==> src/rtl/slfp_pkg.sv <==
// ----------------------------------------------------------------------------
// Signal lamp frame to pin driver package
// Beat types, frame identifier codes, colour masks and the pin mapping
// shared by the lamp state keeper, the pin mapper and the top level.
// ----------------------------------------------------------------------------
package slfp_pkg;

    // frame identifiers and length codes
    localparam logic [10:0] ID_LAMP_FIRST = 11'h301;
    localparam logic [10:0] ID_LAMP_LAST  = 11'h304;
    localparam logic [10:0] ID_KEY        = 11'h110;
    localparam logic [3:0]  LEN_LAMP      = 4'd5;
    localparam logic [3:0]  LEN_KEY       = 4'd1;
    localparam logic [7:0]  MODE_MIRROR   = 8'd2;

    // colour mask bit positions
    localparam int COL_GREEN  = 0;
    localparam int COL_RED    = 1;
    localparam int COL_YELLOW = 2;

    // geometry and pin word layout
    localparam int GROUPS   = 4;
    localparam int LAMPS    = 4;
    localparam int PED_LAMP = 3;
    localparam int PED_BASE = 12;

    localparam logic [4:0] KEY_RESET = 5'h1F;

    typedef logic [2:0]        t_colour;
    typedef t_colour [3:0]     t_group;
    typedef t_group  [3:0]     t_lamp_map;

    typedef struct packed {
        logic [10:0] frame_id;
        logic [3:0]  frame_length;
        logic [7:0]  byte0;
        logic [7:0]  byte1;
        logic [7:0]  byte2;
        logic [7:0]  byte3;
        logic [7:0]  byte4;
    } t_in_beat;

    typedef struct packed {
        logic [15:0] green_pins;
        logic [15:0] red_pins;
        logic [11:0] yellow_pins;
        logic        lamp_update;
        logic [4:0]  key_pins;
        logic        key_update;
        logic        activity_off;
    } t_out_beat;

    // per-frame decode flags handed from the state keeper to the top level
    typedef struct packed {
        logic lamp_up;
        logic key_up;
        logic act;
    } t_frame_ctl;

    // pin bit of vehicle lamp l in group g
    function automatic logic [3:0] vehicle_bit(input logic [1:0] g, input logic [1:0] l);
        logic [3:0] b;
        unique case (g)
            2'd0: b = 4'd6 + {2'b00, l};
            2'd1: b = 4'd3 + {2'b00, l};
            2'd2: b = {2'b00, l};
            default: b = 4'd9 + {2'b00, l};
        endcase
        return b;
    endfunction

endpackage

==> src/rtl/signal_lamp_frame_to_pin_driver_top.sv <==
// ----------------------------------------------------------------------------
// Signal lamp frame to pin driver, top level
// Input register, lamp state update with pin mapping, result register.
// ----------------------------------------------------------------------------
// One frame beat is taken every clock cycle while the input is not stalled, and
// each gives one result beat: the frame waits in the input register, then the
// state update and pin mapping write the result register. The only loop is the
// lamp state keeper, which is read and written in the same cycle, so frames follow back to back.
// Lamp pins read off and key lamps off after reset; activity_off is high on
// every fourth frame. Input stall rises only while both registers are full and
// the result register is held by the output stall.
module signal_lamp_frame_to_pin_driver_top (
    input  logic                 i_clk,
    input  logic                 i_rst_n,
    input  logic                 i_in_valid,
    output logic                 o_in_stall,
    input  slfp_pkg::t_in_beat   i_in_beat,
    output logic                 o_out_valid,
    input  logic                 i_out_stall,
    output slfp_pkg::t_out_beat  o_out_beat
);
    import slfp_pkg::*;

    logic       r_in_valid;
    t_in_beat   r_in;
    logic       r_out_valid;
    t_out_beat  r_out, n_out;
    logic       advance;
    t_lamp_map  colours_nxt;
    logic [4:0] keys_nxt;
    t_frame_ctl ctl;
    logic [15:0] green, red;
    logic [11:0] yellow;

    // pipeline moves when the result register is free or being taken
    assign advance    = !r_out_valid || !i_out_stall;
    assign o_in_stall = r_in_valid && !advance;

    // input register
    always_ff @(posedge i_clk) begin
        if (!i_rst_n) begin
            r_in_valid <= 1'b0;
        end else if (!o_in_stall) begin
            r_in_valid <= i_in_valid;
        end
    end

    always_ff @(posedge i_clk) begin
        if (!o_in_stall && i_in_valid) begin
            r_in <= i_in_beat;
        end
    end

    slfp_lamp_state u_state (
        .i_clk         (i_clk),
        .i_rst_n       (i_rst_n),
        .i_en          (advance && r_in_valid),
        .i_beat        (r_in),
        .o_colours_nxt (colours_nxt),
        .o_keys_nxt    (keys_nxt),
        .o_ctl         (ctl)
    );

    slfp_pin_map u_map (
        .i_colours (colours_nxt),
        .o_green   (green),
        .o_red     (red),
        .o_yellow  (yellow)
    );

    // result beat assembly
    always_comb begin
        n_out.green_pins   = green;
        n_out.red_pins     = red;
        n_out.yellow_pins  = yellow;
        n_out.lamp_update  = ctl.lamp_up;
        n_out.key_pins     = keys_nxt;
        n_out.key_update   = ctl.key_up;
        n_out.activity_off = ctl.act;
    end

    // result register
    always_ff @(posedge i_clk) begin
        if (!i_rst_n) begin
            r_out_valid <= 1'b0;
        end else if (advance) begin
            r_out_valid <= r_in_valid;
        end
    end

    always_ff @(posedge i_clk) begin
        if (advance && r_in_valid) begin
            r_out <= n_out;
        end
    end

    assign o_out_valid = r_out_valid;
    assign o_out_beat  = r_out;

    // checks
    a_stall_cause: assert property (@(posedge i_clk) disable iff (!i_rst_n)
        o_in_stall |-> (r_in_valid && r_out_valid && i_out_stall))
        else $error("input stalled without a blocked result");
    a_empty_after_reset: assert property (@(posedge i_clk)
        !i_rst_n |=> (!r_out_valid && !r_in_valid))
        else $error("pipeline not empty after reset");
    a_out_hold: assert property (@(posedge i_clk) disable iff (!i_rst_n)
        (o_out_valid && i_out_stall) |=> (o_out_valid && $stable(o_out_beat)))
        else $error("stalled result beat changed");

endmodule

==> src/rtl/slfp_lamp_state.sv <==
// ----------------------------------------------------------------------------
// Lamp state keeper
// Decodes one frame, holds the lamp colour masks, the key lamp pins and the
// activity divider, and presents the state as it stands after the frame.
// ----------------------------------------------------------------------------
module slfp_lamp_state (
    input  logic                   i_clk,
    input  logic                   i_rst_n,
    input  logic                   i_en,
    input  slfp_pkg::t_in_beat     i_beat,
    output slfp_pkg::t_lamp_map    o_colours_nxt,
    output logic [4:0]             o_keys_nxt,
    output slfp_pkg::t_frame_ctl   o_ctl
);
    import slfp_pkg::*;

    t_lamp_map  r_colours, n_colours;
    logic [4:0] r_keys, n_keys;
    logic [1:0] r_count;
    logic       is_key, is_lamp;
    logic [1:0] grp;
    logic [10:0] id_off;

    // frame classification
    assign is_key  = (i_beat.frame_length == LEN_KEY) && (i_beat.frame_id == ID_KEY);
    assign is_lamp = (i_beat.frame_length == LEN_LAMP) && (i_beat.frame_id >= ID_LAMP_FIRST)
                     && (i_beat.frame_id <= ID_LAMP_LAST);
    assign id_off  = i_beat.frame_id - ID_LAMP_FIRST;
    assign grp     = id_off[1:0];

    // next lamp and key state
    always_comb begin
        n_colours = r_colours;
        n_keys    = r_keys;
        if (is_key) begin
            n_keys = ~i_beat.byte0[4:0];
        end else if (is_lamp) begin
            n_colours[grp] = {i_beat.byte4[2:0], i_beat.byte3[2:0],
                              i_beat.byte2[2:0], i_beat.byte1[2:0]};
            if (i_beat.byte0 == MODE_MIRROR) begin
                n_colours[2] = n_colours[0];
                n_colours[3] = n_colours[1];
            end
        end
    end

    assign o_colours_nxt = n_colours;
    assign o_keys_nxt    = n_keys;
    assign o_ctl.key_up  = is_key;
    assign o_ctl.lamp_up = is_lamp && !is_key;
    assign o_ctl.act     = (r_count == 2'd3);

    // state registers
    always_ff @(posedge i_clk) begin
        if (!i_rst_n) begin
            r_colours <= '0;
            r_keys    <= KEY_RESET;
            r_count   <= 2'd0;
        end else if (i_en) begin
            r_colours <= n_colours;
            r_keys    <= n_keys;
            r_count   <= r_count + 2'd1;
        end
    end

    // checks
    a_count_hold: assert property (@(posedge i_clk) disable iff (!i_rst_n)
        !i_en |=> $stable(r_count))
        else $error("activity divider moved without a frame");
    a_lamp_hold: assert property (@(posedge i_clk) disable iff (!i_rst_n)
        (i_en && !o_ctl.lamp_up) |=> $stable(r_colours))
        else $error("lamp colours changed on a non-lamp frame");
    a_key_hold: assert property (@(posedge i_clk) disable iff (!i_rst_n)
        (i_en && !o_ctl.key_up) |=> $stable(r_keys))
        else $error("key lamps changed on a non-key frame");
    a_one_kind: assert property (@(posedge i_clk) disable iff (!i_rst_n)
        i_en |-> !(o_ctl.key_up && o_ctl.lamp_up))
        else $error("frame decoded as both key and lamp frame");

endmodule

==> src/rtl/slfp_pin_map.sv <==
// ----------------------------------------------------------------------------
// Pin mapper
// Turns the sixteen colour masks into the active-low green, red and yellow
// pin words through the fixed board mapping.
// ----------------------------------------------------------------------------
module slfp_pin_map (
    input  slfp_pkg::t_lamp_map i_colours,
    output logic [15:0]         o_green,
    output logic [15:0]         o_red,
    output logic [11:0]         o_yellow
);
    import slfp_pkg::*;

    // vehicle lamps to their bits, pedestrian lamps to the top nibble
    always_comb begin
        o_green  = '0;
        o_red    = '0;
        o_yellow = '0;
        for (int g = 0; g < GROUPS; g++) begin
            for (int l = 0; l < PED_LAMP; l++) begin
                o_green[vehicle_bit(2'(g), 2'(l))]  = ~i_colours[g][l][COL_GREEN];
                o_red[vehicle_bit(2'(g), 2'(l))]    = ~i_colours[g][l][COL_RED];
                o_yellow[vehicle_bit(2'(g), 2'(l))] = ~i_colours[g][l][COL_YELLOW];
            end
            o_green[PED_BASE + g] = ~i_colours[g][PED_LAMP][COL_GREEN];
            o_red[PED_BASE + g]   = ~i_colours[g][PED_LAMP][COL_RED];
        end
    end

endmodule

==> config.mk <==
export PLATFORM = sky130hd
export DESIGN_NAME = signal_lamp_frame_to_pin_driver_top
export DESIGN_NICKNAME = d
export VERILOG_FILES = /design/src/rtl/slfp_pkg.sv /design/src/rtl/signal_lamp_frame_to_pin_driver_top.sv /design/src/rtl/slfp_lamp_state.sv /design/src/rtl/slfp_pin_map.sv
export SDC_FILE = /design/constraint.sdc
export NUM_CORES = 1
export LEC_CHECK = 0
export ABC_CLOCK_PERIOD_IN_PS = 6250
export BUFFER_PORTS_ARGS = -buffer_cell sky130_fd_sc_hd__buf_2
export CORE_MARGIN = 5
export CORE_UTILIZATION = 40
export DETAILED_ROUTE_END_ITERATION = 8
export GPL_TIMING_DRIVEN = 0
export PLACE_DENSITY = 0.67
export SLEW_MARGIN = 20
export SYNTH_ARGS = -nofsm -noshare
export SYNTH_HDL_FRONTEND = slang
export SYNTH_HIERARCHICAL = 1
export SYNTH_SLANG_ARGS = --single-unit
==> constraint.sdc <==
create_clock -name i_clk -period 6.25 [get_ports i_clk]
set_clock_uncertainty 0.1 [all_clocks]
set_input_delay 0 -clock i_clk [delete_from_list [all_inputs] [get_ports i_clk]]
set_output_delay 0 -clock i_clk [all_outputs]
set_load 0.05 [all_outputs]
## Yosys cells after proc, flatten, opt, wreduce, memory -nomap -nowiden

Index checks and enable logic that the tools add are counted.

- Bits in registers: 144
- Output and inout port bits: 54
- Bits of input ports: 59
- Word-level logic and storage cells: 117

- Equal/unequal tests: 5
- Bitwise logic cells: 46
- Order comparisons: 4
- Add/sub/neg operators: 2
- Reduce and logical (&&, ||, !) cells: 15
- Muxes and demuxes: 7

Operators by type and width:

| operator | count |
|---|---|
| $mux W47 | 2 |
| $bwmux W48 | 1 |
| $not A1 Y1 | 45 |
| $demux W12 S2 | 1 |
| $mux W24 | 1 |
| $mux W12 | 1 |
| $eq A11 B9 Y1 const B | 1 |
| $ge A11 B10 Y1 const B | 1 |
| $le A11 B10 Y1 const B | 1 |
| $eq A8 B2 Y1 const B | 1 |
| $logic_and A1 B1 Y1 | 8 |
| $logic_not A1 Y1 | 5 |
| $mux W5 | 1 |
| $not A5 Y5 | 1 |
| $eq A4 B1 Y1 const B | 1 |
| $eq A4 B3 Y1 const B | 1 |
| $lt A2 B3 Y1 const B | 1 |
| $reduce_and A3 Y1 | 1 |
| $add A2 B1 Y2 const B | 1 |
| $eq A2 B2 Y1 const B | 1 |
| $ge A2 B1 Y1 const B | 1 |
| $sub A2 B1 Y2 const B | 1 |
| $logic_or A1 B1 Y1 | 1 |

## Depth between registers and ports, before layout

- Depth in word-level cells: 10
- Depth in mapped cells: 7
- Depth with buffers taken out: 5

## Modules after synthesis

Netlist, hierarchy kept.

Modules (own cells, without submodules):

| module | instances | cells an instance | area an instance (sq um) | sequential area each (sq um) |
|---|---|---|---|---|
| slfp_lamp_state | 1 | 402 | 3796.1 | 1101.1 |
| signal_lamp_frame_to_pin_driver_top | 1 | 115 | 3296.9 | 3253.1 |
| slfp_pin_map | 1 | 44 | 165.2 | 0.0 |

## Least setup slack after synthesis

OpenSTA, ideal clock, no wires.

- Kind: register to register
- Start: register r_out_valid (netlist: o_out_valid)
- End: register u_state/r_colours[32] (netlist name)
- Path slack: 0.255 ns
- Buffers on the path: 1
- Arrival time: 5.761 ns
- Cell stages (with the launch flop): 6
- Setup time: 0.135 ns
- Data required time: 6.015 ns
- Cells stage by stage: dfxtp_1 -> a21boi_0 -> nand2_1 -> clkbuf_1 -> o311ai_0 -> o21ai_0

- Longest elaborated chain between the ends: 3

RTL lines:

| what | line | source |
|---|---|---|
| start, declared | signal_lamp_frame_to_pin_driver_top.sv:26 | `logic r_out_valid;` |
| start signal, assigned | signal_lamp_frame_to_pin_driver_top.sv:87 | `r_out_valid <= r_in_valid;` |
| $logic_not A1 Y1 | signal_lamp_frame_to_pin_driver_top.sv:36 | `assign advance = !r_out_valid \|\| !i_out_stall;` |
| $logic_or A1 B1 Y1 | signal_lamp_frame_to_pin_driver_top.sv:36 |  |
| $logic_and A1 B1 Y1 | signal_lamp_frame_to_pin_driver_top.sv:57 | `.i_en (advance && r_in_valid),` |
| end signal, assigned | slfp_lamp_state.sv:60 | `r_colours <= n_colours;` |
| end, declared | slfp_lamp_state.sv:17 | `t_lamp_map r_colours, n_colours;` |

Every way passes these cells.
A chain may end at the register's enable or synchronous reset.

==> key figures <==
Floorplanning
  • I/O pins: 113
  • CORE AREA: ~16000 µm²
  • Row count: 46
  • Die W: around 140 µm
  • Total die area: approximately 19000 µm²
  • Starting Density: 0.4043
  • Die Y: between 100 and 150 µm

Timing
  • Tcrit/Tclk final: 0.4364
  • Min cycle time layout: 2.728 ns
  • Fin. Hold Viols: 0
  • Worst slew margin: 0.3283
  • Worst Max-Slew Pin Slew: between 0.9 and 1 ns
  • Fin worst setup slack: 3.522 ns
  • RSZ-0062 raised after global routing: false
  • Final max-slew violation count: 0
  • Fmax: approximately 0.37 GHz
  • Final setup fails: 0
  • WHS: between 0.03 and 0.04 ns

Clocking
  • Root buffer cell: clkbuf_16
  • TritonCTS Sinks: between 100 and 150
  • Post-CTS Resized: 0
  • Skew-Pair Late Insertion Delay: around 0.42 ns
  • Worst-path clk slew: about 0.06 ns
  • Number of CTS-inserted buffers: 17
  • Clk buf depth: 2
  • H-tree depth: 4
  • CTS tree: built

Final layout
  • Ant. Diodes: 0
  • Post-route cell area: 8165 µm²
  • Most frequent cells in the layout: buf_2 (98), mux2i_1 (95), edfxtp_1 (86)
  • Nets: approximately 730
  • Final std cells w/o fill: just under 900
  • Share of post-route cells with drive strength above 1: 0.2916
  • Synth-to-Final Area Change: 28.06%
  • Most common cell after layout, fill and taps aside: buf_2

Power
  • Clock power frac: 0.472
  • Internal power: 0.001639 W
  • Worst IR drop on VDD: between 0.15 and 0.2 mV
  • Sw Share: 0.2286
  • Leak: 2.769 nW
  • Combinational Power Share: 0.056
  • P per Cell Area: 260.3 nW/µm²
  • Sequential power share: 0.472
  • Overall Power: 0.002125 W
  • NetSw: between 0.0004 and 0.0005 W

Drt
  • DR iter-0 viols: 280
  • DR vias/cell: between 4 and 5
  • Routed vias: about 4400
  • First-pass iteration count of the detailed router: 4
  • Antenna viol nets, final: 0
  • DRC violations left: 0
  • Final WL: between 10000 and 15000 µm
  • Routed WL per cell: around 17 µm

Placed design
  • Dpl ws: around 3.5 ns
  • Gpl congestion: 0.8610
  • Area after DPL: approximately 7200 µm²
  • Port bufs: between 90 and 100
  • Placed Cells: 825
  • DP Wirelength: about 10000 µm

Global route
  • Largest net degree at the start of global routing: 27
  • GRT busiest layer: met2
  • Initial antenna violation count: 0
  • Met1 Usage GRT: 0.2062
  • Grt met3 use: 0.05514
  • GRT overflow: 0
  • Global Route met2 Usage: 0.2768
  • First-pass GRT wire length: between 20000 and 25000 µm
  • Total track usage: 0.1686
  • Vias in the first global route: 4693

Setup path
  • Slowest CP cell: or4b_4
  • Critical path launch point type: flop
  • FF-to-FF setup slack: 3.52 ns
  • CP Cell Sequence: or4b_4 > nor3_1 > and3_1 > buf_4 > buf_4 > mux2i_1 > inv_1
  • Crit path kind: reg2reg
  • Worst path required time: approximately 6.3 ns
  • Endpoint type of the worst setup path: flop
  • Launch point of the critical path: r_in[50]
  • Worst EP arrival: roughly 2.8 ns
  • Most used cell, CP: buf_4
  • Critical path peak fanout: 10
  • Worst reg2reg path startpoint: r_in[50]
  • Max incr delay on CP: 0.57 ns

Hold path
  • Min-delay src: i_rst_n
  • Hold Path Class: in2reg

Yosys
  • Mapped Nets: ~580
  • Synth Area per Inst: between 10 and 15 µm²
  • Cells after Synth: between 500 and 600
  • Ys Warns: 6
  • Mapped Area: 6376 µm²

Run status
  • Status: complete, no violations

Job
  • Max cap viols: 0
registers in the layout, summed over array words and instances, names as in the netlist:
signal             flops
r_in                  34
u_state/r_colours     44
o_out_beat            52
r_in_valid             1
u_state/r_keys         5
o_out_valid            1
u_state/r_count        2
routing by layer:
metal  vias to the layer above  wire length (µm)
met5                         -                 0
met4                         0               306
met3                        27              1100
met2                       144              7301
met1                      2094              6276
li1                       2143                 -
worst paths after layout:
path                            to  depth (start not counted)
max                 o_out_beat[30]                          7
min reg2reg  u_state/r_colours[16]                          2
min          u_state/r_colours[44]                          3
max reg2reg         o_out_beat[30]                          7
repair_timing:
action                                  in CTS  in global routing
hold buffers                                38                  0
setup buffers                                0                  0
hold endpoints to repair                    52                  0
endpoints found under the setup margin       0                  0
per-stage QoR:
step                utilization  setup TNS [ns]
detailed placement       0.4563               0
finish                   0.5178               0
floorplan                     -               0
global placement         0.4503         -104.57
CTS                      0.5178               0
global route             0.5178               0
area by class of cell:
cell class | instances | area [µm²]
Fill cell | 1387 | 7605
Multi-Input combinational cell | 270 | 2271
Tap cell | 216 | 270.3
Clock inverter | 15 | 163.9
Buffer | 34 | 210.2
Sequential cell | 139 | 3643
Inverter | 72 | 270.3
Timing Repair Buffer | 132 | 910.9
Clock buffer | 17 | 425.4
critical path: cells and delay by family (launching register included):
| kind | cells | cell delay (ns) |
|---|---|---|
| buffers and inverters | 3 | 0.52 |
| AND/OR/NAND/NOR | 3 | 1.22 |
| flip-flops | 1 | 0.36 |
| multiplexers | 1 | 0.28 |
power by group through the flow:
stage               Combinational, W  Clock, W  Sequential, W
global placement           0.0000893         0        0.00103
CTS                         0.000118   0.00102        0.00100
finish                      0.000119   0.00100        0.00100
global route                0.000128   0.00107        0.00100
detailed placement         0.0000999         0        0.00102
floorplan                  0.0000561         0        0.00103
Note: power is estimated with default switching activity, not from simulation.
